[src/rtl/sector_peak_finder_core_assert.svh]
// Assertion macros for the sector peak finder core.
// Used by the top level; no other dependencies.
`ifndef SECTOR_PEAK_FINDER_CORE_ASSERT_SVH
`define SECTOR_PEAK_FINDER_CORE_ASSERT_SVH

// Same-cycle implication, masked during reset.
`define SPF_ASSERT_NOW(label, clk, rst_n, ante, cons) \
    label: assert property (@(posedge clk) disable iff (!rst_n) (ante) |-> (cons)) \
        else $error("spf same-cycle check failed");

// Next-cycle implication, masked during reset.
`define SPF_ASSERT_NEXT(label, clk, rst_n, ante, cons) \
    label: assert property (@(posedge clk) disable iff (!rst_n) (ante) |=> (cons)) \
        else $error("spf next-cycle check failed");

`endif

[src/rtl/spf_pkg.sv]
// Shared types, codes and helpers for the sector peak finder.
// No dependencies; the interfaces and all modules import this package.
package spf_pkg;

    localparam int DEF_MAX_SAMPLES = 256;
    localparam int DEF_VALUE_BITS  = 6;

    localparam int ACTION_W = 2;
    localparam int SECTOR_W = 4;
    localparam int VALUE_W  = 6;
    localparam int RANK_W   = 2;
    localparam int SIZE_W   = 9;
    localparam int LOC_W    = 8;
    localparam int OCC_W    = 14;
    localparam int CNT_W    = 2;
    localparam int SUM_W    = 11;
    localparam int NRANK    = 3;

    localparam logic [ACTION_W-1:0] ACT_START  = 2'd0;
    localparam logic [ACTION_W-1:0] ACT_SAMPLE = 2'd1;
    localparam logic [ACTION_W-1:0] ACT_FINISH = 2'd2;

    localparam logic KIND_CHAN = 1'b0;
    localparam logic KIND_BEST = 1'b1;

    localparam logic [RANK_W-1:0] RANK_FIRST = 2'd0;
    localparam logic [RANK_W-1:0] RANK_LAST  = 2'd2;

    localparam logic [SIZE_W-1:0] SIZE_MAX = 9'd511;
    localparam logic [OCC_W-1:0]  OCC_MAX  = 14'd16383;

    typedef struct packed {
        logic [ACTION_W-1:0] action;
        logic [SECTOR_W-1:0] sector;
        logic                ring;
        logic [VALUE_W-1:0]  sample_value;
        logic                channel_end;
    } t_item;

    // Three records captured together, served one rank at a time.
    typedef struct packed {
        logic                            kind;
        logic [NRANK-1:0][SECTOR_W-1:0]  sec;
        logic [NRANK-1:0]                ring;
        logic [NRANK-1:0][SIZE_W-1:0]    size;
        logic [NRANK-1:0][LOC_W-1:0]     loc;
        logic [NRANK-1:0][OCC_W-1:0]     occ;
        logic [CNT_W-1:0]                cnt;
        logic [OCC_W-1:0]                total;
    } t_batch;

    function automatic logic [OCC_W-1:0] sat_occ(input logic [OCC_W-1:0] a,
                                                 input logic [OCC_W-1:0] b);
        logic [OCC_W:0] s;
        s = {1'b0, a} + {1'b0, b};
        return s[OCC_W] ? OCC_MAX : s[OCC_W-1:0];
    endfunction

endpackage

[src/rtl/spf_if.sv]
// Valid/ready channel interfaces for sample requests and peak records.
// Depends on spf_pkg.
interface spf_in_if;
    import spf_pkg::*;

    logic                valid;
    logic                ready;
    logic [ACTION_W-1:0] action;
    logic [SECTOR_W-1:0] sector;
    logic                ring;
    logic [VALUE_W-1:0]  sample_value;
    logic                channel_end;

    modport source (output valid, action, sector, ring, sample_value, channel_end,
                    input ready);
    modport sink   (input valid, action, sector, ring, sample_value, channel_end,
                    output ready);
endinterface

interface spf_out_if;
    import spf_pkg::*;

    logic                valid;
    logic                ready;
    logic                record_kind;
    logic [SECTOR_W-1:0] out_sector;
    logic                out_ring;
    logic [RANK_W-1:0]   rank;
    logic [SIZE_W-1:0]   peak_size;
    logic [LOC_W-1:0]    peak_location;
    logic [OCC_W-1:0]    peak_occupancy;
    logic [CNT_W-1:0]    peak_count;
    logic [OCC_W-1:0]    total_occupancy;
    logic                last;

    modport source (output valid, record_kind, out_sector, out_ring, rank, peak_size,
                    peak_location, peak_occupancy, peak_count, total_occupancy, last,
                    input ready);
    modport sink   (input valid, record_kind, out_sector, out_ring, rank, peak_size,
                    peak_location, peak_occupancy, peak_count, total_occupancy, last,
                    output ready);
endinterface

[src/rtl/spf_track.sv]
// Window scoring, channel top-3 list and event-wide top-3 list.
// Depends on spf_pkg; next state and the record batch are combinational.
module spf_track #(
    parameter int MAX_SAMPLES = spf_pkg::DEF_MAX_SAMPLES,
    parameter int VALUE_BITS  = spf_pkg::DEF_VALUE_BITS
) (
    input  logic           i_clk,
    input  logic           i_rst_n,
    input  logic           i_go,
    input  spf_pkg::t_item i_item,
    output spf_pkg::t_batch o_batch
);
    import spf_pkg::*;

    localparam int VB    = (VALUE_BITS < VALUE_W) ? VALUE_BITS : VALUE_W;
    localparam int IDX_W = $clog2(MAX_SAMPLES + 1);

    logic [3:0][VB-1:0]          r_hist,  n_hist;
    logic [IDX_W-1:0]            r_idx,   n_idx;
    logic [OCC_W-1:0]            r_run,   n_run;
    logic [NRANK-1:0]            r_flags, n_flags;
    logic [NRANK-1:0][SIZE_W-1:0] r_csize, n_csize;
    logic [NRANK-1:0][LOC_W-1:0]  r_cloc,  n_cloc;
    logic [NRANK-1:0][OCC_W-1:0]  r_cocc,  n_cocc;
    logic [CNT_W-1:0]            r_cpeaks, n_cpeaks;
    logic [OCC_W-1:0]            r_ctotal, n_ctotal;
    logic [NRANK-1:0][SIZE_W-1:0] r_bsize, n_bsize;
    logic [NRANK-1:0][SECTOR_W-1:0] r_bsec, n_bsec;
    logic [NRANK-1:0]            r_bring, n_bring;
    logic [NRANK-1:0][LOC_W-1:0]  r_bloc,  n_bloc;

    logic [VB-1:0]    v;
    logic [SUM_W-1:0] sum_w;
    logic [SIZE_W-1:0] sum;
    logic [LOC_W-1:0] loc;
    logic [OCC_W-1:0] centre;

    always_comb begin
        n_hist   = r_hist;
        n_idx    = r_idx;
        n_run    = r_run;
        n_flags  = r_flags;
        n_csize  = r_csize;
        n_cloc   = r_cloc;
        n_cocc   = r_cocc;
        n_cpeaks = r_cpeaks;
        n_ctotal = r_ctotal;
        n_bsize  = r_bsize;
        n_bsec   = r_bsec;
        n_bring  = r_bring;
        n_bloc   = r_bloc;

        v      = VB'(i_item.sample_value);
        sum_w  = SUM_W'(r_hist[0]) + SUM_W'(r_hist[1]) + SUM_W'(r_hist[2])
               + SUM_W'(r_hist[3]) + SUM_W'(v);
        sum    = (sum_w > SUM_W'(SIZE_MAX)) ? SIZE_MAX : sum_w[SIZE_W-1:0];
        loc    = LOC_W'(r_idx - IDX_W'(2));
        centre = OCC_W'(r_hist[1]);

        if (i_item.action == ACT_SAMPLE && r_idx < IDX_W'(MAX_SAMPLES)) begin
            if (r_idx >= IDX_W'(4)) begin
                if (sum == '0) begin
                    // close the run: write its count into every rank it placed
                    for (int r = 0; r < NRANK; r++) begin
                        if (r_flags[r]) begin
                            n_cocc[r] = r_run;
                        end
                    end
                    n_run   = '0;
                    n_flags = '0;
                end else begin
                    if (sum > r_bsize[0]) begin
                        n_bsize[2] = r_bsize[1]; n_bsec[2] = r_bsec[1];
                        n_bring[2] = r_bring[1]; n_bloc[2] = r_bloc[1];
                        n_bsize[1] = r_bsize[0]; n_bsec[1] = r_bsec[0];
                        n_bring[1] = r_bring[0]; n_bloc[1] = r_bloc[0];
                        n_bsize[0] = sum; n_bsec[0] = i_item.sector;
                        n_bring[0] = i_item.ring; n_bloc[0] = loc;
                    end else if (sum > r_bsize[1]) begin
                        n_bsize[2] = r_bsize[1]; n_bsec[2] = r_bsec[1];
                        n_bring[2] = r_bring[1]; n_bloc[2] = r_bloc[1];
                        n_bsize[1] = sum; n_bsec[1] = i_item.sector;
                        n_bring[1] = i_item.ring; n_bloc[1] = loc;
                    end else if (sum > r_bsize[2]) begin
                        n_bsize[2] = sum; n_bsec[2] = i_item.sector;
                        n_bring[2] = i_item.ring; n_bloc[2] = loc;
                    end

                    n_run    = sat_occ(r_run, centre);
                    n_ctotal = sat_occ(r_ctotal, centre);

                    // an insert keeps the occupancy already in its own slot
                    if (sum > r_csize[0]) begin
                        n_cpeaks = CNT_W'(1);
                        if (r_csize[0] != '0) begin
                            n_cpeaks = CNT_W'(2);
                            if (r_csize[1] != '0) begin
                                n_cpeaks   = CNT_W'(3);
                                n_csize[2] = r_csize[1];
                                n_cloc[2]  = r_cloc[1];
                                n_cocc[2]  = r_cocc[1];
                            end
                            n_csize[1] = r_csize[0];
                            n_cloc[1]  = r_cloc[0];
                            n_cocc[1]  = r_cocc[0];
                        end
                        n_csize[0] = sum;
                        n_cloc[0]  = loc;
                        n_flags[0] = 1'b1;
                    end else if (sum > r_csize[1]) begin
                        n_cpeaks = CNT_W'(2);
                        if (r_csize[1] != '0) begin
                            n_cpeaks   = CNT_W'(3);
                            n_csize[2] = r_csize[1];
                            n_cloc[2]  = r_cloc[1];
                            n_cocc[2]  = r_cocc[1];
                        end
                        n_csize[1] = sum;
                        n_cloc[1]  = loc;
                        n_flags[1] = 1'b1;
                    end else if (sum > r_csize[2]) begin
                        n_cpeaks   = CNT_W'(3);
                        n_csize[2] = sum;
                        n_cloc[2]  = loc;
                        n_flags[2] = 1'b1;
                    end
                end
            end
            n_hist = {r_hist[2:0], v};
            n_idx  = r_idx + IDX_W'(1);
        end

        // capture records before any clearing below
        if (i_item.action == ACT_FINISH) begin
            o_batch.kind  = KIND_BEST;
            o_batch.sec   = r_bsec;
            o_batch.ring  = r_bring;
            o_batch.size  = r_bsize;
            o_batch.loc   = r_bloc;
            o_batch.occ   = '0;
            o_batch.cnt   = '0;
            o_batch.total = '0;
        end else begin
            o_batch.kind  = KIND_CHAN;
            o_batch.sec   = {NRANK{i_item.sector}};
            o_batch.ring  = {NRANK{i_item.ring}};
            o_batch.size  = n_csize;
            o_batch.loc   = n_cloc;
            o_batch.occ   = n_cocc;
            o_batch.cnt   = n_cpeaks;
            o_batch.total = n_ctotal;
        end

        if (i_item.action == ACT_START ||
            (i_item.action == ACT_SAMPLE && i_item.channel_end)) begin
            n_hist   = '0;
            n_idx    = '0;
            n_run    = '0;
            n_flags  = '0;
            n_csize  = '0;
            n_cloc   = '0;
            n_cocc   = '0;
            n_cpeaks = '0;
            n_ctotal = '0;
        end
        if (i_item.action == ACT_START) begin
            n_bsize = '0;
            n_bsec  = '0;
            n_bring = '0;
            n_bloc  = '0;
        end
    end

    always_ff @(posedge i_clk) begin
        if (!i_rst_n) begin
            r_hist   <= '0;
            r_idx    <= '0;
            r_run    <= '0;
            r_flags  <= '0;
            r_csize  <= '0;
            r_cloc   <= '0;
            r_cocc   <= '0;
            r_cpeaks <= '0;
            r_ctotal <= '0;
            r_bsize  <= '0;
            r_bsec   <= '0;
            r_bring  <= '0;
            r_bloc   <= '0;
        end else if (i_go) begin
            r_hist   <= n_hist;
            r_idx    <= n_idx;
            r_run    <= n_run;
            r_flags  <= n_flags;
            r_csize  <= n_csize;
            r_cloc   <= n_cloc;
            r_cocc   <= n_cocc;
            r_cpeaks <= n_cpeaks;
            r_ctotal <= n_ctotal;
            r_bsize  <= n_bsize;
            r_bsec   <= n_bsec;
            r_bring  <= n_bring;
            r_bloc   <= n_bloc;
        end
    end

endmodule

[src/rtl/spf_emit.sv]
// Record batch register and rank serialiser for the output channel.
// Depends on spf_pkg and spf_if.
module spf_emit (
    input  logic            i_clk,
    input  logic            i_rst_n,
    input  logic            i_load,
    input  spf_pkg::t_batch i_batch,
    output logic            o_free,
    spf_out_if.source       o_rec
);
    import spf_pkg::*;

    spf_pkg::t_batch   r_batch;
    logic              r_full;
    logic [RANK_W-1:0] r_rank;
    logic              pop;

    assign pop    = r_full && o_rec.ready;
    assign o_free = !r_full || (pop && r_rank == RANK_LAST);

    assign o_rec.valid           = r_full;
    assign o_rec.record_kind     = r_batch.kind;
    assign o_rec.out_sector      = r_batch.sec[r_rank];
    assign o_rec.out_ring        = r_batch.ring[r_rank];
    assign o_rec.rank            = r_rank;
    assign o_rec.peak_size       = r_batch.size[r_rank];
    assign o_rec.peak_location   = r_batch.loc[r_rank];
    assign o_rec.peak_occupancy  = r_batch.occ[r_rank];
    assign o_rec.peak_count      = r_batch.cnt;
    assign o_rec.total_occupancy = r_batch.total;
    assign o_rec.last            = (r_rank == RANK_LAST);

    always_ff @(posedge i_clk) begin
        if (i_load) begin
            r_batch <= i_batch;
        end
    end

    always_ff @(posedge i_clk) begin
        if (!i_rst_n) begin
            r_full <= 1'b0;
            r_rank <= RANK_FIRST;
        end else if (pop) begin
            if (r_rank == RANK_LAST) begin
                r_rank <= RANK_FIRST;
                r_full <= i_load;
            end else begin
                r_rank <= r_rank + RANK_W'(1);
            end
        end else if (i_load) begin
            r_full <= 1'b1;
        end
    end

endmodule

[src/rtl/sector_peak_finder_core.sv]
// Top level of the sector peak finder: input register, tracker, record serialiser.
// Depends on spf_pkg, spf_if, spf_track, spf_emit and the assertion macro header.
//
//  port    | dir | carries
//  --------+-----+--------------------------------------------------------
//  i_smp   | in  | sample request: action, sector, ring, value, channel end
//  o_rec   | out | peak record: kind, tag, rank, size, location, occupancies
//
// A request is registered on acceptance and processed once the tracker takes
// it; one request per cycle is taken while it raises no records.
// A channel end or finish request fills the batch register, which serves its
// three records one rank at a time; the next such request waits for the
// batch to drain, so output stalls back up into i_smp.ready.
// Reset is synchronous and clears all tracking state at once, no clearing pass.
module sector_peak_finder_core #(
    parameter int MAX_SAMPLES = spf_pkg::DEF_MAX_SAMPLES,
    parameter int VALUE_BITS  = spf_pkg::DEF_VALUE_BITS
) (
    input  logic       i_clk,
    input  logic       i_rst_n,
    spf_in_if.sink     i_smp,
    spf_out_if.source  o_rec
);
    import spf_pkg::*;
    `include "sector_peak_finder_core_assert.svh"

    logic            r_in_valid;
    spf_pkg::t_item  r_in;
    spf_pkg::t_batch batch;
    logic            produces;
    logic            emit_free;
    logic            go;

    assign produces = (r_in.action == ACT_FINISH) ||
                      (r_in.action == ACT_SAMPLE && r_in.channel_end);
    assign go          = r_in_valid && (!produces || emit_free);
    assign i_smp.ready = !r_in_valid || go;

    always_ff @(posedge i_clk) begin
        if (i_smp.valid && i_smp.ready) begin
            r_in.action       <= i_smp.action;
            r_in.sector       <= i_smp.sector;
            r_in.ring         <= i_smp.ring;
            r_in.sample_value <= i_smp.sample_value;
            r_in.channel_end  <= i_smp.channel_end;
        end
    end

    always_ff @(posedge i_clk) begin
        if (!i_rst_n) begin
            r_in_valid <= 1'b0;
        end else if (i_smp.valid && i_smp.ready) begin
            r_in_valid <= 1'b1;
        end else if (go) begin
            r_in_valid <= 1'b0;
        end
    end

    spf_track #(
        .MAX_SAMPLES (MAX_SAMPLES),
        .VALUE_BITS  (VALUE_BITS)
    ) u_track (
        .i_clk   (i_clk),
        .i_rst_n (i_rst_n),
        .i_go    (go),
        .i_item  (r_in),
        .o_batch (batch)
    );

    spf_emit u_emit (
        .i_clk   (i_clk),
        .i_rst_n (i_rst_n),
        .i_load  (go && produces),
        .i_batch (batch),
        .o_free  (emit_free),
        .o_rec   (o_rec)
    );

    // a batch never breaks off before its final rank
    `SPF_ASSERT_NEXT(a_batch_whole, i_clk, i_rst_n, o_rec.valid && o_rec.ready && !o_rec.last, o_rec.valid)

    `SPF_ASSERT_NEXT(a_rank_step, i_clk, i_rst_n, o_rec.valid && o_rec.ready && !o_rec.last, o_rec.rank == $past(o_rec.rank) + 2'd1)

    // event-wide records carry no channel figures
    `SPF_ASSERT_NOW(a_best_blank, i_clk, i_rst_n, o_rec.valid && o_rec.record_kind == KIND_BEST, o_rec.peak_occupancy == '0 && o_rec.peak_count == '0 && o_rec.total_occupancy == '0)

    `SPF_ASSERT_NEXT(a_in_held, i_clk, i_rst_n, i_smp.valid && i_smp.ready, r_in_valid)

endmodule
[src/flat_wrapper.sv]
// flat-port wrapper written by rule: the top's interface ports become plain ports
module sector_peak_finder_core_flat import spf_pkg::*;
#(
    parameter int MAX_SAMPLES = spf_pkg::DEF_MAX_SAMPLES,
    parameter int VALUE_BITS  = spf_pkg::DEF_VALUE_BITS
)
  (i_clk, i_rst_n, i_smp_valid, i_smp_action, i_smp_sector, i_smp_ring, i_smp_sample_value, i_smp_channel_end, i_smp_ready, o_rec_valid, o_rec_record_kind, o_rec_out_sector, o_rec_out_ring, o_rec_rank, o_rec_peak_size, o_rec_peak_location, o_rec_peak_occupancy, o_rec_peak_count, o_rec_total_occupancy, o_rec_last, o_rec_ready);
  spf_in_if i_smp_i ();
  spf_out_if o_rec_i ();
  input  logic i_clk;
  input  logic i_rst_n;
  input wire logic [$bits(i_smp_i.valid)-1:0] i_smp_valid;
  input wire logic [$bits(i_smp_i.action)-1:0] i_smp_action;
  input wire logic [$bits(i_smp_i.sector)-1:0] i_smp_sector;
  input wire logic [$bits(i_smp_i.ring)-1:0] i_smp_ring;
  input wire logic [$bits(i_smp_i.sample_value)-1:0] i_smp_sample_value;
  input wire logic [$bits(i_smp_i.channel_end)-1:0] i_smp_channel_end;
  output wire logic [$bits(i_smp_i.ready)-1:0] i_smp_ready;
  output wire logic [$bits(o_rec_i.valid)-1:0] o_rec_valid;
  output wire logic [$bits(o_rec_i.record_kind)-1:0] o_rec_record_kind;
  output wire logic [$bits(o_rec_i.out_sector)-1:0] o_rec_out_sector;
  output wire logic [$bits(o_rec_i.out_ring)-1:0] o_rec_out_ring;
  output wire logic [$bits(o_rec_i.rank)-1:0] o_rec_rank;
  output wire logic [$bits(o_rec_i.peak_size)-1:0] o_rec_peak_size;
  output wire logic [$bits(o_rec_i.peak_location)-1:0] o_rec_peak_location;
  output wire logic [$bits(o_rec_i.peak_occupancy)-1:0] o_rec_peak_occupancy;
  output wire logic [$bits(o_rec_i.peak_count)-1:0] o_rec_peak_count;
  output wire logic [$bits(o_rec_i.total_occupancy)-1:0] o_rec_total_occupancy;
  output wire logic [$bits(o_rec_i.last)-1:0] o_rec_last;
  input wire logic [$bits(o_rec_i.ready)-1:0] o_rec_ready;
  assign i_smp_i.valid = i_smp_valid;
  assign i_smp_i.action = i_smp_action;
  assign i_smp_i.sector = i_smp_sector;
  assign i_smp_i.ring = i_smp_ring;
  assign i_smp_i.sample_value = i_smp_sample_value;
  assign i_smp_i.channel_end = i_smp_channel_end;
  assign i_smp_ready = i_smp_i.ready;
  assign o_rec_valid = o_rec_i.valid;
  assign o_rec_record_kind = o_rec_i.record_kind;
  assign o_rec_out_sector = o_rec_i.out_sector;
  assign o_rec_out_ring = o_rec_i.out_ring;
  assign o_rec_rank = o_rec_i.rank;
  assign o_rec_peak_size = o_rec_i.peak_size;
  assign o_rec_peak_location = o_rec_i.peak_location;
  assign o_rec_peak_occupancy = o_rec_i.peak_occupancy;
  assign o_rec_peak_count = o_rec_i.peak_count;
  assign o_rec_total_occupancy = o_rec_i.total_occupancy;
  assign o_rec_last = o_rec_i.last;
  assign o_rec_i.ready = o_rec_ready;
  sector_peak_finder_core #(.MAX_SAMPLES(MAX_SAMPLES), .VALUE_BITS(VALUE_BITS)) u_core (.i_clk(i_clk), .i_rst_n(i_rst_n), .i_smp(i_smp_i), .o_rec(o_rec_i));
endmodule
[config.mk]
export PLATFORM = sky130hd
export DESIGN_NAME = sector_peak_finder_core_flat
export DESIGN_NICKNAME = d
export VERILOG_FILES = /design/src/rtl/spf_pkg.sv /design/src/rtl/spf_if.sv /design/src/rtl/spf_track.sv /design/src/rtl/spf_emit.sv /design/src/rtl/sector_peak_finder_core.sv /design/src/flat_wrapper.sv
export VERILOG_INCLUDE_DIRS = /design/src /design/src/rtl
export SDC_FILE = /design/constraint.sdc
export NUM_CORES = 1
export LEC_CHECK = 0
export BUFFER_PORTS_ARGS = -buffer_cell sky130_fd_sc_hd__buf_4
export CORE_MARGIN = 2
export CORE_UTILIZATION = 38
export DETAILED_ROUTE_END_ITERATION = 6
export SLEW_MARGIN = 20
export SYNTH_ARGS = -nofsm -noshare
export SYNTH_HDL_FRONTEND = slang
export SYNTH_SLANG_ARGS = --single-unit
[constraint.sdc]
create_clock -name i_clk -period 10.4 [get_ports i_clk]
set_input_delay 2.08 -clock i_clk [delete_from_list [all_inputs] [get_ports i_clk]]
set_output_delay 2.08 -clock i_clk [all_outputs]
set_load 0.03 [all_outputs]
# Yosys cells after proc, flatten, opt, wreduce, memory -nomap -nowiden
# Cells that the tools add are included.
# word_totals
reg_bits	368
elab_cells	243
# op_classes
n_addsub	9
n_lt_le_gt_ge	10
n_eq_ne	7
n_mux	121
reduce_logical	40
# ops
op	n
$mux 14	19
$mux 24	10
$mux 27	8
$mux 42	3
$mux 125	1
$mux 9	13
$mux 8	11
$mux 28	2
$gt 9x9->1	6
$mux 18	3
$mux 12	4
$mux 16	3
$add 11x6->11	3
$add 14x6->15	2
$bmux 14 s2	1
$mux 3	8
$mux 2	11
$mux 4	5
$reduce_and 5->1	4
$bmux 9 s2	1
$reduce_bool 9->1	2
$bmux 8 s2	1
$mux 1	15
$reduce_bool 2->1	7
other kinds (26)	44

# Longest topological paths before layout
# Gate-level depths: netlist (run 1).
# logic_depth
depth_word	14
mapped_depth	26
ltp_nobuf	23

# Hierarchy
# Synthesis (run 1) repeated with hierarchy kept, for this count alone.
# hier_totals
cells_unflattened	2119
area_unflattened_um2	19792.7
# by_module_without_submodules
module	instances	cells_per_inst	area_per_inst_um2
spf_track	1	1855	14471.4
spf_emit	1	239	4792.1
sector_peak_finder_core	1	25	529.3

# Worst setup path before layout (run 1)
# Ideal clock, no wire load.
# synth_timing
path_type	input-to-reg
from	input o_rec_ready
to	register u_core.u_emit.r_batch, in the netlist u_core.u_emit.o_rec.peak_count[0], enable pin
setup_ns	0.611
arrival_time_ns	7.882
setup_slack_ns	1.907
path_stages	4
path_buffers	1
cell_sequence	a21bo_2 -> o21ai_0 -> clkbuf_1 -> nor2_1
# synth_via
elab_chain_cells	6
# synth_rtl
element	line_no	rtl
start, declared	flat_wrapper.sv:30	input wire logic [$bits(o_rec_i.ready)-1:0] o_rec_ready;
$logic_and 1x1->1	spf_emit.sv:18	assign pop = r_full && o_rec.ready;
$logic_and 1x1->1	spf_emit.sv:19	assign o_free = !r_full || (pop && r_rank == RANK_LAST);
$logic_or 1x1->1	spf_emit.sv:19	
$logic_or 1x1->1	sector_peak_finder_core.sv:36	assign go = r_in_valid && (!produces || emit_free);
$logic_and 1x1->1	sector_peak_finder_core.sv:36	
$logic_and 1x1->1	sector_peak_finder_core.sv:73	.i_load (go && produces),
net u_core.u_emit.i_load	spf_emit.sv:6	input logic i_load,
end signal, assigned	spf_emit.sv:35	r_batch <= i_batch;
end, declared	spf_emit.sv:13	spf_pkg::t_batch r_batch;
# The timed path passes the listed nets, and every way through them passes these cells.
# A chain may end at the register's enable or synchronous reset.

# Worst setup path after layout (run 1)
# layout_timing
from	register u_core.u_track.r_hist, in the netlist u_core.u_track.centre[0]
to	register u_core.u_track.r_bsize[21] (netlist bit)
# layout_via
elab_chain_cells	13
# layout_rtl
element	line_no	rtl
start, declared	spf_track.sv:18	logic [3:0][VB-1:0] r_hist, n_hist;
start signal, assigned	spf_track.sv:190	r_hist <= n_hist;
$add 6x6->7 (*)	spf_track.sv:54	sum_w = SUM_W'(r_hist[0]) + SUM_W'(r_hist[1]) + SUM_W'(r_hist[2])
$add 11x6->11 (*)	spf_track.sv:54	
$add 11x6->11 (*) (2 in a row)	spf_track.sv:55	+ SUM_W'(r_hist[3]) + SUM_W'(v);
$gt 11x9->1	spf_track.sv:56	sum = (sum_w > SUM_W'(SIZE_MAX)) ? SIZE_MAX : sum_w[SIZE_W-1:0];
$mux 9 (*)	spf_track.sv:56	
$gt 9x9->1 or $mux 9 (tied branches)	spf_track.sv:79, spf_track.sv:84	
$mux 9	spf_track.sv:79	end else if (sum > r_bsize[1]) begin
$mux 18	spf_track.sv:72	if (sum > r_bsize[0]) begin
$mux 27	spf_track.sv:62	if (sum == '0) begin
$mux 27	spf_track.sv:61	if (r_idx >= IDX_W'(4)) begin
$mux 27	spf_track.sv:60	if (i_item.action == ACT_SAMPLE && r_idx < IDX_W'(MAX_SAMPLES)) begin
$mux 27	spf_track.sv:166	if (i_item.action == ACT_START) begin
end signal, assigned	spf_track.sv:199	r_bsize <= n_bsize;
end, declared	spf_track.sv:27	logic [NRANK-1:0][SIZE_W-1:0] r_bsize, n_bsize;
# Every way passes the cells marked *; elsewhere a longest branch is shown, timed or not. The select of a mux whose other input is x is not followed.

==> results.py, run 1 <==
metrics = {
    "status": {
        "status": "finished clean",
    },
    "clock_tree": {
        "cts_made_buffers": 42,
        "cts_resized": 0,
        "post_cts.repair.setup_buffers": 0,
        "clkTransAtPathRegs_ns": 0.06,
        "ctsHoldBuffers": 0,
        "htree_levels": 2,
        "cts_buffer_depth": 3,
        "cts-root-buf": "clkbuf_16",
        "clk_latency_ns": 0.59,
        "clock-sinks": 368,
        "cts_tree": "built",
    },
    "global_route": {
        "first_global_vias": 17500,
        "grtUsageTotal_pct": 23.6,
        "use_met2_pct": 38.8,
        "grt_use_met3_pct": 3.56,
        "busiest_layer": "met2",
        "grt_first_pass_wirelength_mm": 105,
        "overflow": 0,
        "grt_max_degree": 85,
        "antenna_found_initial": 0,
        "gr-usage-met1_pct": 31.4,
    },
    "yosys": {
        "synth_area_per_cell_um2": 9.23,
        "async_reset_ff_share_pct": 0,
        "syn-num-nets": 2390,
        "synth_area_um2": 21000,
        "syn_inst": 2274,
        "ys_seq_area_share_pct": 41.7,
        "synth_top_area_share_pct": 21.8,
        "synth_ff_type": "dfxtp_1",
        "synthTopCellsByArea": "dfxtp_1 (22%), edfxtp_1 (20%), mux2i_1 (6.3%)",
        "synth.distinct_cells": 88,
        "ys_top_cells_by_count": "nand2_1 (288), dfxtp_1 (229), nor2_1 (171)",
        "ys_ff_latch": 368,
        "yosysWarnings": 0,
        "synth.most_common_cell": "nand2_1",
        "synth_top_area_cell": "dfxtp_1",
        "synth-edff-count": 139,
    },
    "cells_and_area": {
        "drive_above_1_share_pct": 13.2,
        "layout.nets": 2371,
        "syn2layout_area_growth_pct": 11.5,
        "fin_util_pct": 42.7,
        "fillCellCount": 5312,
        "n_antenna_cell": 0,
        "postLayoutCellArea_um2": 23400,
    },
    "placement": {
        "pre_cts_slack_ns": 2.74,
        "dp_hpwl_mm": 44.1,
        "dpl_cell_area_um2": 22000,
        "io_buffers": 75,
        "gp_congestion": 0.920,
    },
    "critical_path": {
        "crit_top_cell": "fa_1",
        "path_max_fanout": 20,
        "worstPathRequired_ns": 10.86,
        "r2r_slack_ns": 2.66,
        "cp-end-kind": "flip-flop",
        "crit_chain": "ha_1, fa_1, fa_1, inv_1, fa_1, inv_1, ha_1, fa_1, a211o_1, and3_1, nor3_2, inv_1, ha_1, a211oi_1, o21ai_0, o311ai_1, nand2_1, mux2_2, a31o_2",
        "rr_endpoint": "u_core.u_track.r_bsize[21]",
        "rr_worst_depth": 19,
        "cpMaxStageDelayCell": "nand2_1",
        "crit_buf_inv": 3,
        "r2r-start": "u_core.u_track.centre[0]",
        "start_kind": "flip-flop",
        "crit_family": "adder cells",
        "cpPeakStageDelay_ns": 0.93,
        "cp.arrival_ns": 8.20,
        "path_class": "reg -> reg",
        "crit_cells": 19,
    },
    "detailed_routing": {
        "drc": 0,
        "first_iter_violations": 1741,
        "avgRoutedWirePerCell_um": 23.0,
        "ant_nets": 0,
        "vias": 18100,
        "vias_per_cell": 6.06,
        "dr.pass1.iters": 7,
        "routed_wl_mm": 68.7,
    },
    "sta": {
        "max-slew-margin-rel_pct": 23.3,
        "setup_violations": 0,
        "fin_skew_ns": 0.0286,
        "final_max_slew_viol_count": 0,
        "tightest_slew_ns": 1.14,
        "fmax_ghz": 0.129,
        "finalSetupTns_ns": 0,
        "min_period_ns": 7.74,
        "worst_slack_ns": 2.66,
        "rsz0062_at_grt": "false",
        "finalHoldViolCount": 0,
        "fin_crit_sh_pct": 74.4,
    },
    "floorplanning": {
        "rows": 86,
        "start_util_pct": 38.3,
        "pin_count": 76,
        "die_h_um": 239,
        "dieArea_um2": 57200,
        "core_um2": 54900,
        "die_x_um": 239,
    },
    "pwr": {
        "leakage_nw": 8.54,
        "vdd_drop_max_mv": 0.104,
        "power.density_nw_per_um2": 142,
    },
    "run": {
        "maxCapViolCount": 0,
    },
    "worst_hold_path": {
        "min_path_type": "reg -> reg",
        "hold_end": "u_core.u_track.r_cloc[21]",
        "hold_start": "u_core.u_track.r_cloc[21]",
        "hold_depth": 2,
    },
}
[layout make-up]
class	count	area (um2)	area share [%]
clock inverter	20	193	0.823
timing repair buffer	121	968	4.13
clock buffer	57	1150	4.90
multi-input combinational	1607	11000	47.1
tap	704	881	3.76
sequential	368	8760	37.4
inverter	115	433	1.85
[logic make-up (layout without fill, tap and decap cells)]
family / Yosys count / count (layout) / synth area share [%]
AO/OA/AOI/OAI: 656 / 656 / 21.8
XOR/XNOR: 26 / 26 / 1.08
adder cells (fa/ha/maj): 98 / 98 / 6.38
buffers and inverters: 299 / 313 / 6.22
flip-flops: 368 / 368 / 41.7
multiplexers: 184 / 184 / 9.07
AND/OR/NAND/NOR: 643 / 643 / 13.8
[flip-flops by register name, indices dropped and copies added (netlist names), 9 cells and up]
register,cells
u_core.u_track.r_idx,9
u_core.u_track.r_csize,27
u_core.u_emit.o_rec.total_occupancy,14
u_core.u_track.r_bsec,12
u_core.u_track.r_cloc,24
u_core.u_track.r_cocc,42
u_core.u_track.r_bloc,24
u_core.u_track.r_bsize,27
u_core.u_track.r_hist,18
u_core.u_track.r_ctotal,14
u_core.u_track.r_run,14
u_core.u_emit.r_batch,108
u_core.r_in,14
[power breakdown]
part,leakage (nW),total [mW],internal (mW),switching [mW]
Sequential,3.09,1.53,1.51,0.0145
Clock,0.661,1.47,0.831,0.636
Combinational,4.79,0.336,0.104,0.232
[cells in the final DEF (no fill, tap or decap), drive strengths merged, types with 28 or more instances in the layout]
cell type,count
nand2,288
dfxtp,229
o21ai,174
nor2,173
edfxtp,139
mux2i,133
buf,121
inv,117
a21oi,87
ha,83
clkbuf,57
mux2,51
a211oi,43
a22o,38
a22oi,37
nand3,35
nor3,33
and3,31
o22ai,29
o211ai,28
[metrics by stage]
step | std cells | hold WS (ns) | power [mW]
detailed placement | 2912 | 0.455 | 1.89
finish | 2992 | 0.468 | 3.33
CTS | 2989 | 0.469 | 3.35
floorplan | 2274 | 0.435 | 1.78
global placement | 2912 | 0.445 | 1.88
global route | 2992 | 0.486 | 3.43
[how the worst max path moves through the flow]
stage | start | end
2_1_floorplan | o_rec_ready | u_core.u_emit.o_rec.peak_count[0]
3_5_place_dp | u_core.u_track.centre[0] | u_core.u_track.r_bsec[8]
4_1_cts | u_core.u_track.centre[0] | u_core.u_track.r_bsize[21]
5_1_grt | u_core.u_track.centre[0] | u_core.u_track.r_bsize[21]
6_report | u_core.u_track.centre[0] | u_core.u_track.r_bsize[21]
3_3_place_gp | u_core.u_track.centre[0] | u_core.u_track.r_bsize[19]
[per-layer routing]
layer	share of wire [%]	up-vias
met3	6.5	173
met4	3.5	0
met2	47	761
met1	43	8904
li1	-	8304
met5	0	-
[worst register-to-register path: stages (launching register included)]
cell and delay, ns:
dfxtp_1 0.42, ha_1 0.24, fa_1 0.45, fa_1 0.49, inv_1 0.05, fa_1 0.47
inv_1 0.04, ha_1 0.21, fa_1 0.46, a211o_1 0.34, and3_1 0.18, nor3_2 0.53
inv_1 0.43, ha_1 0.32, a211oi_1 0.20, o21ai_0 0.14, o311ai_1 0.90, nand2_1 0.93
mux2_2 0.56, a31o_2 0.24
Note: power is estimated with default switching activity, not from simulation.
==> run 2: changes to the inputs <==
==> constraint.sdc (replaced) <==
create_clock -name i_clk -period 6.65 [get_ports i_clk]
set_input_delay 1.33 -clock i_clk [delete_from_list [all_inputs] [get_ports i_clk]]
set_output_delay 1.33 -clock i_clk [all_outputs]
set_load 0.03 [all_outputs]
==> run 2 against run 1 <==
  * The run now ends with design-rule violations left
  * Via count fell by 0.25%
  * Design area increased by 1.8%
  * Combinational power is 64% higher
  * Worst setup slack got worse by 2.4 ns
  * Clock-buffer cell count rose by 12
  * Sequential share of layout area fell by 0.64 points
  * Largest power group is now the clock network
==> results.py, run 2 (same netlist as run 1, synthesis figures left out) <==
metrics = {
    "sta": {
        "max-slew-margin-rel_pct": 22.8,
        "worst_slack_ns": 0.273,
        "fmax_ghz": 0.157,
        "fin_crit_sh_pct": 95.9,
        "final_max_slew_viol_count": 0,
        "rsz0062_at_grt": "false",
        "finalHoldViolCount": 0,
        "fin_skew_ns": 0.0291,
        "min_period_ns": 6.38,
        "tightest_slew_ns": 1.16,
        "finalSetupTns_ns": 0,
        "setup_violations": 0,
    },
    "critical_path": {
        "r2r-start": "u_core.u_track.r_hist[0]",
        "path_max_fanout": 12,
        "path_class": "reg -> reg",
        "rr_endpoint": "u_core.u_emit.r_batch[94]",
        "cp.arrival_ns": 6.67,
        "r2r_slack_ns": 0.27,
        "rr_worst_depth": 23,
        "worstPathRequired_ns": 6.94,
        "cp-end-kind": "flip-flop",
        "start_kind": "flip-flop",
    },
    "pwr": {
        "p_total_mw": 5.36,
        "power.density_nw_per_um2": 225,
        "vdd_drop_max_mv": 0.142,
        "leakage_nw": 8.78,
    },
    "clock_tree": {
        "clock-sinks": 368,
        "ctsHoldBuffers": 0,
        "clkTransAtPathRegs_ns": 0.06,
        "cts_buffer_depth": 3,
        "cts_tree": "built",
        "cts-root-buf": "clkbuf_16",
        "cts_made_buffers": 44,
        "htree_levels": 2,
        "clk_latency_ns": 0.59,
    },
    "cells_and_area": {
        "drive_above_1_share_pct": 15.0,
        "largest_registers": "u_core.u_emit.r_batch: 108 flops, u_core.u_track.r_cocc: 42 flops",
        "regMostFlops": "u_core.u_emit.r_batch",
        "final_common_cell": "nand2_1",
        "n_antenna_cell": 0,
        "fin_util_pct": 43.4,
        "syn2layout_area_growth_pct": 13.5,
        "largest_register_ff_count": 108,
        "layout.nets": 2413,
        "final_cell_mix": "nand2_1 (288), dfxtp_1 (227), nor2_1 (167)",
    },
    "detailed_routing": {
        "first_iter_violations": 1658,
        "routed_wl_mm": 68.7,
        "vias": 18100,
        "avgRoutedWirePerCell_um": 22.6,
        "vias_per_cell": 5.96,
        "drc": 7,
        "dr.pass1.iters": 7,
        "ant_nets": 0,
    },
    "global_route": {
        "first_global_vias": 17500,
        "grt_first_pass_wirelength_mm": 104,
        "grtUsageTotal_pct": 23.5,
        "grt_max_degree": 84,
        "antenna_found_initial": 0,
        "overflow": 0,
    },
    "worst_hold_path": {
        "hold_depth": 2,
        "hold_end": "u_core.u_track.r_bloc[17]",
        "hold_start": "u_core.u_track.r_bloc[17]",
        "min_path_type": "reg -> reg",
    },
    "status": {
        "status": "finished with violations",
        "failed_checks": "design-rule violations",
    },
    "floorplanning": {
        "core_um2": 54900,
        "start_util_pct": 38.3,
        "die_h_um": 239,
        "die_x_um": 239,
        "rows": 86,
        "dieArea_um2": 57200,
        "pin_count": 76,
    },
    "placement": {
        "pre_cts_slack_ns": 0.272,
        "io_buffers": 75,
        "dp_hpwl_mm": 46.5,
        "gp_congestion": 0.905,
    },
    "run": {
        "maxCapViolCount": 0,
    },
}
[run 2: final cells by class]
cell class / count / area [um2]
clock buffer: 69 / 1330
clock inverter: 13 / 125
fill: 5294 / 31000
inverter: 115 / 433
multi-input combinational: 1607 / 11000
sequential: 368 / 8760
tap: 704 / 881
timing repair buffer: 161 / 1280
[run 2: how the worst max path moves through the flow]
stage | start | endpoint | slack [ns] | depth (start not counted)
2_1_floorplan | u_core.u_track.centre[0] | u_core.u_emit.r_batch[79] | 0.66 | 21
3_3_place_gp | u_core.u_track.r_hist[0] | u_core.u_emit.r_batch[94] | 0.35 | 24
3_5_place_dp | u_core.u_track.r_hist[0] | u_core.u_emit.r_batch[94] | 0.27 | 24
4_1_cts | u_core.u_track.r_hist[0] | u_core.u_emit.r_batch[94] | 0.25 | 24
5_1_grt | u_core.u_track.r_hist[0] | u_core.u_emit.r_batch[101] | 0.02 | 23
6_report | u_core.u_track.r_hist[0] | u_core.u_emit.r_batch[94] | 0.27 | 23
[run 2: worst max-delay path: stages (launching register included)]
cell and delay [ns]:
dfxtp_1 0.33, ha_1 0.24, fa_1 0.41, a21o_1 0.17, a21oi_1 0.23, xnor2_1 0.12
fa_1 0.48, inv_1 0.05, fa_1 0.47, inv_1 0.05, ha_1 0.33, or2_2 0.31
a21o_1 0.20, and2_1 0.20, buf_4 0.22, ha_1 0.31, nand4_1 0.13, a21oi_1 0.29
o21ai_1 0.15, buf_4 0.19, a21oi_1 0.46, nand3_1 0.24, a221oi_2 0.43, a21oi_1 0.08
[run 2: power by group]
| group | switching, mW | total [mW] | internal, mW | leakage (nW) |
|---|---|---|---|---|
| Sequential | 0.0200 | 2.39 | 2.37 | 3.09 |
| Combinational | 0.370 | 0.552 | 0.182 | 4.98 |
| Clock | 0.998 | 2.42 | 1.42 | 0.718 |
[run 2: through the flow]
step | hold WS, ns | area, um2 | std cells
2_1_floorplan | 0.435 | 21000 | 2274
3_3_place_gp | 0.445 | 22300 | 2952
3_5_place_dp | 0.455 | 22300 | 2952
4_1_cts | 0.468 | 23800 | 3034
5_1_grt | 0.479 | 23800 | 3037
6_report | 0.469 | 23800 | 3037
[run 2: per-layer routing]
layer / track usage, % / up-vias / wire length, um
li1: - / 8408 / -
met1: 32.2 / 8834 / 30500
met2: 37.8 / 712 / 31700
met3: 2.79 / 142 / 4160
met4: 9.39 / 0 / 2360
met5: 0 / - / 0
[run 2: what timing repair did]
action / CTS / global route
resized for setup: 0 / 4
endpoints found under the setup margin: 0 / 47
buffers inserted: 0 / 2
